$ cat config.mk
export PLATFORM = sky130hd
export DESIGN_NAME = fba_ctrl
export DESIGN_NICKNAME = d
export VERILOG_FILES = /design/src/hdl/fba_pkg.sv /design/src/hdl/fba_scan_unit.sv /design/src/hdl/fba_ctrl.sv
export VERILOG_INCLUDE_DIRS = /design/src /design/src/hdl
export SDC_FILE = /design/constraint.sdc
export NUM_CORES = 1
export LEC_CHECK = 0
export BUFFER_PORTS_ARGS = -buffer_cell sky130_fd_sc_hd__buf_2
export CAP_MARGIN = 5
export CORE_ASPECT_RATIO = 0.8
export CORE_MARGIN = 3
export CORE_UTILIZATION = 40
export DETAILED_ROUTE_END_ITERATION = 8
export PLACE_DENSITY = 0.66
export REMOVE_ABC_BUFFERS = 1
export SLEW_MARGIN = 20
export SYNTH_ARGS = -nofsm -noshare
export SYNTH_HDL_FRONTEND = slang
export SYNTH_SLANG_ARGS = --single-unit
$ cat constraint.sdc
create_clock -name clock -period 5.5 [get_ports clock]
set_clock_uncertainty 0.05 [all_clocks]
set_input_delay 0.275 -clock clock [delete_from_list [all_inputs] [get_ports clock]]
set_output_delay 0.275 -clock clock [all_outputs]
set_load 0.005 [all_outputs]
$ cat src/hdl/assert_macros.svh
// Assertion helpers shared by the allocator modules.
// Both expect signals named clock and reset in the enclosing module.
`ifndef ASSERT_MACROS_SVH
`define ASSERT_MACROS_SVH

// Checked on every clock edge outside reset.
`define FBA_ASSERT(label, prop, msg) \
   label: assert property (@(posedge clock) disable iff (reset) prop) \
      else $error(msg);

// Same, written as a condition and what it implies in the same cycle.
`define FBA_ASSERT_IMPLY(label, cond, prop, msg) \
   `FBA_ASSERT(label, (cond) |-> (prop), msg)

`endif

$ cat src/hdl/fba_pkg.sv
// ----------------------------------------------------------------------------
// fba_pkg
// Shared constants, payload types and helpers of the frame bitmap allocator.
// ----------------------------------------------------------------------------
`default_nettype none

package fba_pkg;

   localparam int MAX_FRAMES = 4096;
   localparam int WORD_BITS  = 32;
   localparam int PAGE_SHIFT = 12;

   localparam int WORD_COUNT = (MAX_FRAMES + WORD_BITS - 1) / WORD_BITS;
   localparam int WORD_AW    = $clog2(WORD_COUNT);
   localparam int BIT_AW     = $clog2(WORD_BITS);

   localparam int COUNT_W = 13;
   localparam int INDEX_W = 12;
   localparam int ADDR_W  = 24;

   localparam logic [COUNT_W-1:0] COUNT_RESET = COUNT_W'(4096);

   typedef enum logic [1:0] {
      MODE_ALLOC = 2'd0,
      MODE_MARK  = 2'd1,
      MODE_FREE  = 2'd2
   } mode_type;

   typedef enum logic [1:0] {
      ST_IDLE,
      ST_SCAN,
      ST_MODIFY,
      ST_REPLY
   } state_type;

   typedef struct packed {
      mode_type            mode;
      logic [INDEX_W-1:0]  frame_index;
   } req_type;

   typedef struct packed {
      logic                ok;
      logic [INDEX_W-1:0]  granted_frame;
      logic [ADDR_W-1:0]   frame_address;
   } rsp_type;

   typedef struct packed {
      logic                 wr_en;
      logic [WORD_AW-1:0]   wr_addr;
      logic [WORD_BITS-1:0] wr_data;
      logic [WORD_AW-1:0]   rd_addr;
   } ram_req_type;

   typedef struct packed {
      logic                 found;
      logic                 last;
      logic [BIT_AW-1:0]    bit_idx;
      logic [WORD_BITS-1:0] bit_mask;
   } scan_type;

   function automatic logic [WORD_AW-1:0] word_of(input logic [INDEX_W-1:0] f);
      return WORD_AW'(f >> BIT_AW);
   endfunction

   function automatic logic [ADDR_W-1:0] frame_addr(input logic [INDEX_W-1:0] f);
      logic [ADDR_W+INDEX_W-1:0] wide;
      wide = (ADDR_W+INDEX_W)'(f) << PAGE_SHIFT;
      return wide[ADDR_W-1:0];
   endfunction

endpackage

`default_nettype wire

$ cat src/hdl/fba_scan_unit.sv
// ----------------------------------------------------------------------------
// fba_scan_unit
// Finds the lowest free frame of one bitmap word below the frame limit.
// ----------------------------------------------------------------------------
`default_nettype none

module fba_scan_unit
   import fba_pkg::*;
(
   input  wire logic [WORD_BITS-1:0] word,
   input  wire logic [WORD_AW-1:0]   word_addr,
   input  wire logic [COUNT_W-1:0]   limit,
   output scan_type                  scan
);

   logic [COUNT_W-1:0]   base;
   logic [COUNT_W-1:0]   rem;
   logic                 in_limit;
   logic [WORD_BITS-1:0] elig_mask;
   logic [WORD_BITS-1:0] free_bits;
   logic [WORD_BITS-1:0] lowest;
   logic [BIT_AW-1:0]    bit_idx;

   assign base     = COUNT_W'({word_addr, {BIT_AW{1'b0}}});
   assign in_limit = limit > base;
   assign rem      = limit - base;

   always_comb begin
      if (!in_limit) begin
         elig_mask = '0;
      end else if (rem >= COUNT_W'(WORD_BITS)) begin
         elig_mask = '1;
      end else begin
         elig_mask = (WORD_BITS'(1) << rem[BIT_AW-1:0]) - WORD_BITS'(1);
      end
   end

   // isolate the lowest free bit, then encode it
   assign free_bits = ~word & elig_mask;
   assign lowest    = free_bits & (~free_bits + WORD_BITS'(1));

   always_comb begin
      bit_idx = '0;
      for (int b = 0; b < WORD_BITS; b++) begin
         if (lowest[b]) begin
            bit_idx = bit_idx | BIT_AW'(b);
         end
      end
   end

   assign scan.found    = |free_bits;
   assign scan.last     = !in_limit || (rem <= COUNT_W'(WORD_BITS)) ||
                          (word_addr == WORD_AW'(WORD_COUNT - 1));
   assign scan.bit_idx  = bit_idx;
   assign scan.bit_mask = lowest;

endmodule

`default_nettype wire

$ cat src/hdl/fba_ctrl.sv
// ----------------------------------------------------------------------------
// fba_ctrl
// Request sequencer: scans the bitmap one word per cycle for allocate and
// does a read-modify-write of one word for mark and free.
// ----------------------------------------------------------------------------
`default_nettype none

`include "assert_macros.svh"

module fba_ctrl
   import fba_pkg::*;
(
   input  wire logic                 clock,
   input  wire logic                 reset,
   input  wire logic                 req_valid,
   output logic                      req_stall,
   input  wire req_type              req_data,
   input  wire logic [COUNT_W-1:0]   limit,
   input  wire logic                 out_free,
   input  wire logic [WORD_BITS-1:0] ram_q,
   output ram_req_type               ram_req,
   output logic                      result_valid,
   output rsp_type                   result
);

   state_type               state_ff, state_in;
   logic [WORD_COUNT-1:0]   valid_ff, valid_in;
   logic [WORD_AW-1:0]      w_ff, w_in;
   mode_type                mode_ff, mode_in;
   logic [INDEX_W-1:0]      idx_ff, idx_in;
   rsp_type                 result_ff, result_in;

   logic [WORD_BITS-1:0]    cur_word;
   logic [WORD_BITS-1:0]    idx_bit;
   logic                    idx_in_range;
   logic [INDEX_W-1:0]      found_frame;
   logic [WORD_AW-1:0]      req_word;
   scan_type                scan;

   // never-written words read as free
   assign cur_word     = valid_ff[w_ff] ? ram_q : '0;
   assign idx_bit      = WORD_BITS'(1) << idx_ff[BIT_AW-1:0];
   assign idx_in_range = COUNT_W'(idx_ff) < limit;
   assign found_frame  = INDEX_W'({w_ff, scan.bit_idx});
   assign req_word     = (req_data.mode == MODE_ALLOC) ? '0 : word_of(req_data.frame_index);

   fba_scan_unit u_scan (
      .word      (cur_word),
      .word_addr (w_ff),
      .limit     (limit),
      .scan      (scan)
   );

   always_comb begin
      state_in = state_ff;
      case (state_ff)
         ST_IDLE: begin
            if (req_valid) begin
               case (req_data.mode)
                  MODE_ALLOC: state_in = ST_SCAN;
                  MODE_MARK:  state_in = ST_MODIFY;
                  MODE_FREE:  state_in = ST_MODIFY;
                  default:    state_in = ST_REPLY;
               endcase
            end
         end
         ST_SCAN: begin
            if (scan.found || scan.last) begin
               state_in = ST_REPLY;
            end
         end
         ST_MODIFY: state_in = ST_REPLY;
         ST_REPLY: begin
            if (out_free) begin
               state_in = ST_IDLE;
            end
         end
         default: state_in = ST_IDLE;
      endcase
   end

   always_comb begin
      req_stall       = 1'b1;
      result_valid    = 1'b0;
      w_in            = w_ff;
      mode_in         = mode_ff;
      idx_in          = idx_ff;
      result_in       = result_ff;
      valid_in        = valid_ff;
      ram_req.wr_en   = 1'b0;
      ram_req.wr_addr = w_ff;
      ram_req.wr_data = cur_word;
      ram_req.rd_addr = w_ff + WORD_AW'(1);
      case (state_ff)
         ST_IDLE: begin
            req_stall       = 1'b0;
            ram_req.rd_addr = req_word;
            if (req_valid) begin
               mode_in   = req_data.mode;
               idx_in    = req_data.frame_index;
               w_in      = req_word;
               result_in = '{ok: 1'b0, granted_frame: req_data.frame_index,
                             frame_address: '0};
            end
         end
         ST_SCAN: begin
            if (scan.found) begin
               ram_req.wr_en   = 1'b1;
               ram_req.wr_data = cur_word | scan.bit_mask;
               valid_in[w_ff]  = 1'b1;
               result_in       = '{ok: 1'b1, granted_frame: found_frame,
                                   frame_address: frame_addr(found_frame)};
            end else if (scan.last) begin
               result_in = '{ok: 1'b0, granted_frame: '0, frame_address: '0};
            end else begin
               w_in = w_ff + WORD_AW'(1);
            end
         end
         ST_MODIFY: begin
            if (idx_in_range) begin
               ram_req.wr_en   = 1'b1;
               ram_req.wr_data = (mode_ff == MODE_MARK) ? (cur_word | idx_bit)
                                                        : (cur_word & ~idx_bit);
               valid_in[w_ff]  = 1'b1;
               result_in       = '{ok: 1'b1, granted_frame: idx_ff,
                                   frame_address: frame_addr(idx_ff)};
            end else begin
               result_in = '{ok: 1'b0, granted_frame: idx_ff, frame_address: '0};
            end
         end
         ST_REPLY: result_valid = out_free;
         default: ;
      endcase
   end

   always_ff @(posedge clock) begin
      if (reset) begin
         state_ff <= ST_IDLE;
         valid_ff <= '0;
      end else begin
         state_ff <= state_in;
         valid_ff <= valid_in;
      end
   end

   always_ff @(posedge clock) begin
      w_ff      <= w_in;
      mode_ff   <= mode_in;
      idx_ff    <= idx_in;
      result_ff <= result_in;
   end

   assign result = result_ff;

   `FBA_ASSERT_IMPLY(a_write_state, ram_req.wr_en, (state_ff == ST_SCAN) || (state_ff == ST_MODIFY), "bitmap write outside scan or modify")
   `FBA_ASSERT(a_accept_leaves_idle, (req_valid && !req_stall) |=> (state_ff != ST_IDLE), "accepted transaction did not start")
   `FBA_ASSERT_IMPLY(a_scan_in_limit, state_ff == ST_SCAN, (w_ff == '0) || (COUNT_W'({w_ff, {BIT_AW{1'b0}}}) < limit), "scan went past frame limit")

endmodule

`default_nettype wire

==> impl_metrics.sql, run 1 <==
INSERT INTO impl_metrics (metric_group, metric, value, unit) VALUES
('cts', 'cts-buffers-inserted', '17', ''),
('critical_path', 'critical_path_arrival', '5.05', 'ns'),
('synth', 'synth_top_cell_area_share', '21.9', '%'),
('cts', 'clk_transition_reported_paths', '0.07', 'ns'),
('timing', 'slew_viol_final', '0', ''),
('global_route', 'grt_max_degree', '84', ''),
('synth', 'async_reset_ff_share', '0', '%'),
('routing', 'route.antenna.remaining_nets', '0', ''),
('synth', 'yosysTopAreaCell', 'sky130_fd_sc_hd__dfxtp_1', ''),
('timing', 'period_share', '97.7', '%'),
('pwr', 'pwr-share-clk', '17.0', '%'),
('place', 'port_buffers', '136', ''),
('critical_path', 'cp_cell_sequence', 'ha_1 -> fa_1 -> and2b_2 -> o22ai_1 -> and4b_1 -> nor2_1 -> a221o_2 -> buf_4 -> nor3_4 -> a31oi_1 -> o41a_1 -> nor3_4 -> and4_1 -> nor3_4 -> a221o_1 -> buf_2', ''),
('pwr', 'comb_power_share', '60.3', '%'),
('critical_path', 'path_max_fanout', '7', ''),
('pwr', 'cell_internal_pwr', '3.98', 'mW'),
('global_route', 'first_pass_grt_wire_length', '72000', 'um'),
('layout', 'mostFrequentLayoutCell', 'sky130_fd_sc_hd__buf_2', ''),
('routing', 'routedWlPerCell', '24.3', 'um'),
('layout', 'post_route_cells_drive_above_1_share', '22.4', '%'),
('synth', 'largest_cells_by_area_after_synthesis', 'sky130_fd_sc_hd__dfxtp_1 22%, sky130_fd_sc_hd__edfxtp_1 12%, sky130_fd_sc_hd__o22ai_1 5.3%', ''),
('routing', 'dr.first_iter.drc_count', '1812', ''),
('routing', 'remaining_drc_errors', '0', ''),
('synth', 'postSynthRegisterBits', '176', ''),
('floorplanning', 'floorplan.core_area', '28800', 'um^2'),
('floorplanning', 'design.die.area', '31800', 'um^2'),
('floorplanning', 'die_width', '199', 'um'),
('routing', 'routed_wirelength', '48800', 'um'),
('critical_path', 'timing.critical_path.mode_cell', 'sky130_fd_sc_hd__nor3_4', ''),
('cts', 'cts.path.max_buffers', '2', ''),
('hold_path', 'worstHoldPathType', 'in2reg', ''),
('run', 'maxCapViolations', '0', ''),
('place', 'gp_routability_congestion', '1.07', ''),
('critical_path', 'setup_crit_start_kind', 'flop', ''),
('pwr', 'cellLeakagePower', '5.48', 'nW'),
('status', 'result_of_the_run', 'finished clean', ''),
('pwr', 'worst_ir_drop_vdd', '0.306', 'mV'),
('layout', 'layout_area_overhead', '19.8', '%'),
('place', 'detailedPlace.worstSlack', '0.161', 'ns'),
('synth', 'synthesis.area', '11900', 'um^2'),
('floorplanning', 'initial_utilization', '41.3', '%'),
('synth', 'synth-edff-count', '46', ''),
('place', 'detailed_place_hpwl', '37000', 'um'),
('cts', 'clock_root_cell', 'sky130_fd_sc_hd__clkbuf_16', ''),
('timing', 'crit_path_setup_slack_layout', '0.128', 'ns'),
('layout', 'layout_common_cells', '135 x sky130_fd_sc_hd__buf_2, 130 x sky130_fd_sc_hd__dfxtp_1, 129 x sky130_fd_sc_hd__inv_1, 129 x sky130_fd_sc_hd__nor2_1, 129 x sky130_fd_sc_hd__nand2_1', ''),
('place', 'dpl_cell_area', '13300', 'um^2'),
('timing', 'period_needed', '5.37', 'ns'),
('synth', 'seq_total_area_yosys', '33.5', '%'),
('floorplanning', 'floorplan.io_pins', '149', ''),
('cts', 'tritoncts', 'yes', ''),
('global_route', 'number_of_antenna_violations_at_the_first_check_in_global_routing', '0', ''),
('global_route', 'globalRouteOverflowTotal', '0', ''),
('synth', 'syn-instance-count', '1466', ''),
('pwr', 'netSwitchingPower', '3.67', 'mW'),
('timing', 'timing.final.setup_violations', '0', ''),
('floorplanning', 'floorplan.rows', '55', ''),
('layout', 'layout.core_utilization', '49.5', '%'),
('critical_path', 'crit_slowest_cell', 'sky130_fd_sc_hd__o41a_1', ''),
('synth', 'ys_dominant_reg_cell', 'sky130_fd_sc_hd__dfxtp_1', ''),
('timing', 'hold_viol', '0', ''),
('floorplanning', 'die_height', '160', 'um'),
('layout', 'finalNetCount', '1717', ''),
('critical_path', 'crit_path_end_kind', 'output pin', ''),
('pwr', 'netSwitchingFraction', '47.9', '%'),
('cts', 'tritoncts_num_sinks', '176', ''),
('timing', 'timing.slew.headroom', '36.1', '%'),
('pwr', 'sequentialPowerShare', '22.7', '%'),
('layout', 'final.fill_count', '2805', ''),
('synth', 'ys_warnings', '0', ''),
('global_route', 'grtUsageTotal', '29.5', '%');
==> power by group through the flow <==
stage	Sequential (mW)	Combinational, mW	Clock (mW)
after floorplan	1.87	2.29	0
after global placement	1.76	4.31	0
after detailed placement	1.76	4.31	0
after CTS	1.73	4.34	1.31
after global routing	1.76	4.89	1.37
final	1.74	4.61	1.30
==> final cells by class <==
| cell class | instances | area, um^2 | share of cell area, % |
|---|---|---|---|
| inverter | 133 | 499 | 3.50 |
| sequential | 176 | 3980 | 28.0 |
| clock buffer | 19 | 453 | 3.18 |
| clock inverter | 13 | 175 | 1.23 |
| timing repair buffer | 251 | 1690 | 11.8 |
| multi-input combinational | 1047 | 6990 | 49.1 |
| tap | 370 | 463 | 3.25 |
==> layer usage <==
metal  vias to the layer above  wire length (um)  track usage [%]
met5                         -                62             1.54
met2                       839             19000             38.7
met3                        92              6570             11.4
met1                      6046             21800             43.8
li1                       5734                 -                -
met4                         2              1380             8.75
==> state kept, by name (all words and copies together) (netlist names) <==
name      count
mode_ff       2
w_ff          7
result       25
idx_ff       12
valid_ff    128
state_ff      2
==> worst max-delay path, delay by kind of cell, from the launching register on <==
kind | cells | cell delay [ns]
adder cells (fa/ha/maj) | 2 | 0.64
AO/OA/AOI/OAI | 5 | 1.65
AND/OR/NAND/NOR | 7 | 1.58
buffers and inverters | 2 | 0.33
flip-flops | 1 | 0.40
==> logic make-up (layout without fill, tap and decap cells) <==
group	Yosys count	after routing	share of synthesized area, %
compound gates	492	492	29.5
other cells	1	12	0.0315
fa+ha+maj	28	28	3.01
flops	176	176	33.5
mux	60	60	5.59
xor+xnor	9	9	0.663
buf+inv	254	416	9.32
simple gates	446	446	18.4
==> per-stage QoR <==
stage | TNS (ns) | std cells
6_report | 0 | 2009
2_1_floorplan | -89.61 | 1356
3_5_place_dp | 0 | 1953
4_1_cts | 0 | 1997
3_3_place_gp | 0 | 1953
5_1_grt | -0.0397 | 2009
==> timing repair <==
| item | in CTS | in global routing |
|---|---|---|
| pin swaps | 1 | 12 |
| setup endpoints to repair | 27 | 35 |
| setup buffers | 4 | 10 |
| hold buffers | 8 | 1 |
| hold endpoints to repair | 8 | 1 |
| cloned | 0 | 1 |
| gates resized for setup | 6 | 21 |
==> synth_stat cells (all sizes together) (6+ instances only) <==
library cell,number
o211ai,13
nand2,136
a21o,15
a31oi,44
mux2i,45
nand2b,17
nand4,12
o31ai,11
xnor2,7
or2,8
a211oi,12
ha,27
nor2b,9
o22ai,114
a221oi,19
o21ai,61
a21oi,80
or3,16
nor2,134
a22oi,18
nand3,38
a41oi,8
clkbuf,60
o2111ai,6
a221o,15
edfxtp,46
buf,61
and2,11
a32oi,9
dfxtp,130
a2111oi,7
mux2,11
inv,131
nor3,27
a31o,6
==> final timing paths <==
| check | cells past startpoint | end | from |
|---|---|---|---|
| hold reg to reg | 2 | valid_ff[11] | valid_ff[11] |
| hold / removal | 1 | idx_ff[6] | req_data[6] |
| setup / recovery | 16 | ram_req[36] | w_ff[0] |
| setup reg to reg | 17 | result[26] | w_ff[0] |
Note: power is estimated with default switching activity, not from simulation.
==> run 2: changes to the inputs <==
--- a/config.mk
+++ b/config.mk
@@ -12,6 +12,7 @@
 export CORE_MARGIN = 3
 export CORE_UTILIZATION = 40
 export DETAILED_ROUTE_END_ITERATION = 8
+export MAX_ROUTING_LAYER = met4
 export PLACE_DENSITY = 0.66
 export REMOVE_ABC_BUFFERS = 1
 export SLEW_MARGIN = 20
==> impl_metrics.sql, run 2 (synthesis results as in run 1) <==
INSERT INTO impl_metrics (metric_group, metric, value, unit) VALUES
('pwr', 'comb_power_share', '62.3', '%'),
('place', 'gp_routability_congestion', '1.02', ''),
('critical_path', 'path_max_fanout', '41', ''),
('cts', 'clk_transition_reported_paths', '0.07', 'ns'),
('critical_path', 'critical_path_arrival', '5.06', 'ns'),
('global_route', 'number_of_antenna_violations_at_the_first_check_in_global_routing', '1', ''),
('hold_path', 'hold-path-cell-count', '1', ''),
('critical_path', 'crit_path_end_kind', 'output pin', ''),
('timing', 'timing_worst_slew_pin_value', '1.13', 'ns'),
('layout', 'regMostFlops', 'valid_ff', ''),
('floorplanning', 'initial_utilization', '41.3', '%'),
('routing', 'viasPerCell', '6.34', ''),
('critical_path', 'critPathKind', 'reg2out', ''),
('pwr', 'netSwitchingPower', '3.74', 'mW'),
('critical_path', 'worstSetupPathDepth', '17', ''),
('global_route', 'globalRouteOverflowTotal', '0', ''),
('layout', 'instances_no_fill', '2022', ''),
('timing', 'fmax', '186', 'MHz'),
('pwr', 'power', '7.61', 'mW'),
('cts', 'tritoncts_num_sinks', '176', ''),
('timing', 'timing.slew.headroom', '24.4', '%'),
('layout', 'mostFrequentLayoutCell', 'sky130_fd_sc_hd__buf_2', ''),
('floorplanning', 'die_width', '199', 'um'),
('critical_path', 'r2r_cells', '17', ''),
('critical_path', 'worst_path_required_time', '5.18', 'ns'),
('place', 'dp.cells', '1961', ''),
('run', 'maxCapViolations', '0', ''),
('pwr', 'pwr-share-clk', '14.8', '%'),
('critical_path', 'setup_crit_start_kind', 'flop', ''),
('status', 'result_of_the_run', 'finished clean', ''),
('pwr', 'worst_ir_drop_vdd', '0.302', 'mV'),
('pwr', 'cell_internal_pwr', '3.87', 'mW'),
('pwr', 'sequentialPowerShare', '22.8', '%'),
('layout', 'layout_common_cells', '136 x sky130_fd_sc_hd__buf_2, 130 x sky130_fd_sc_hd__dfxtp_1, 129 x sky130_fd_sc_hd__inv_1, 129 x sky130_fd_sc_hd__nor2_1, 129 x sky130_fd_sc_hd__nand2_1', ''),
('floorplanning', 'floorplan.rows', '55', ''),
('place', 'port_buffers', '136', ''),
('cts', 'cts.path.max_buffers', '2', ''),
('critical_path', 'path_buf_inv', '4', ''),
('critical_path', 'cp_cell_sequence', 'buf_12 -> buf_4 -> mux2i_1 -> o22ai_1 -> o21ai_0 -> a41oi_1 -> a2111oi_4 -> nand2_4 -> buf_4 -> a211o_1 -> o2111ai_2 -> nor3_4 -> and4_1 -> nor3_4 -> nand2_1 -> o31ai_1 -> buf_2', ''),
('cts', 'cts_htree_levels', '4', ''),
('layout', 'final.fill_count', '2781', ''),
('layout', 'finalNetCount', '1728', ''),
('floorplanning', 'design.die.area', '31800', 'um^2'),
('pwr', 'power_density', '532', 'nW/um^2'),
('layout', 'largest_register_ffs', '128', ''),
('cts', 'cts-buffers-inserted', '17', ''),
('critical_path', 'cp_top_family', 'compound AO/OA/AOI/OAI gates', ''),
('cts', 'insertion_delay', '0.44', 'ns'),
('cts', 'tritoncts', 'yes', ''),
('routing', 'dr.first_iter.drc_count', '1780', ''),
('timing', 'hold_viol', '0', ''),
('timing', 'hold_slack', '0.0272', 'ns'),
('layout', 'layout_area_overhead', '20.3', '%'),
('timing', 'period_needed', '5.38', 'ns'),
('global_route', 'first_pass_grt_wire_length', '73300', 'um'),
('routing', 'routed_wirelength', '49900', 'um'),
('floorplanning', 'floorplan.core_area', '28800', 'um^2'),
('cts', 'clock_root_cell', 'sky130_fd_sc_hd__clkbuf_16', ''),
('floorplanning', 'floorplan.io_pins', '149', ''),
('hold_path', 'worstHoldPathType', 'in2reg', ''),
('layout', 'final_area', '14300', 'um^2'),
('critical_path', 'crit_slowest_cell', 'sky130_fd_sc_hd__edfxtp_1', ''),
('timing', 'slew_viol_final', '0', ''),
('timing', 'timing.setup.tns', '0', 'ns'),
('timing', 'timing.final.setup_violations', '0', ''),
('timing', 'period_share', '97.8', '%'),
('place', 'detailed_place_hpwl', '38000', 'um'),
('routing', 'iteration_count_of_the_initial_detailed_routing_pass', '6', ''),
('routing', 'route.antenna.remaining_nets', '0', ''),
('floorplanning', 'die_height', '160', 'um'),
('routing', 'routedWlPerCell', '24.7', 'um'),
('critical_path', 'max_stage_delay', '0.45', 'ns'),
('routing', 'vias', '12800', ''),
('layout', 'post_route_cells_drive_above_1_share', '23.2', '%'),
('global_route', 'vias_in_the_first_global_route', '11700', ''),
('place', 'dpl_cell_area', '13300', 'um^2'),
('pwr', 'cellLeakagePower', '5.48', 'nW'),
('pwr', 'netSwitchingFraction', '49.2', '%'),
('routing', 'remaining_drc_errors', '0', ''),
('global_route', 'grt_max_degree', '92', ''),
('global_route', 'grtUsageTotal', '31.1', '%');
## run 2: what timing repair did
item	4_1_cts	5_1_grt
pin swaps	4	13
buffers inserted	3	15
cloned	0	1
endpoints found under the setup margin	27	35
hold endpoints to repair	8	0
gates resized for setup	9	35
hold buffers	8	0
## run 2: power groups by stage
stage               Clock [mW]  Combinational, mW  Sequential (mW)
floorplan                    0               2.29             1.87
detailed placement           0               4.37             1.76
finish                    1.13               4.74             1.74
global placement             0               4.36             1.76
CTS                       1.14               4.44             1.73
global route              1.20               5.00             1.75
## run 2: worst paths after layout
kind | start | slack (ns) | to
min | req_data[8] | 0.03 | idx_ff[8]
min reg2reg | valid_ff[68] | 0.42 | valid_ff[68]
max reg2reg | w_ff[0] | 0.34 | result[28]
max | w_ff[0] | 0.12 | ram_req[25]
## run 2: per-stage QoR
stage                     util, %  setup WS [ns]
final                        49.7          0.120
after global routing         49.7        -0.0157
after CTS                    48.7        0.00143
after detailed placement     46.3          0.217
after global placement       46.3          0.241
after floorplan                 -          -1.36
## run 2: final cells by class
type / count / area (um^2) / share of cell area [%]
flip-flops and latches: 176 / 3980 / 27.8
clock buffers: 18 / 429 / 3.00
multi-input cells: 1047 / 7050 / 49.3
inverters: 133 / 499 / 3.49
well taps: 370 / 463 / 3.24
clock inverters: 14 / 106 / 0.743
diodes: 2 / 5.00 / 0.0350
repair buffers: 262 / 1770 / 12.3
## run 2: per-layer routing
| metal | up-vias | wire length, um | global-route usage, % |
|---|---|---|---|
| met2 | 841 | 19600 | 39.0 |
| met4 | 0 | 1100 | 7.85 |
| met1 | 6141 | 22500 | 46.3 |
| li1 | 5762 | - | - |
| met5 | - | 0 | - |
| met3 | 80 | 6660 | 11.0 |
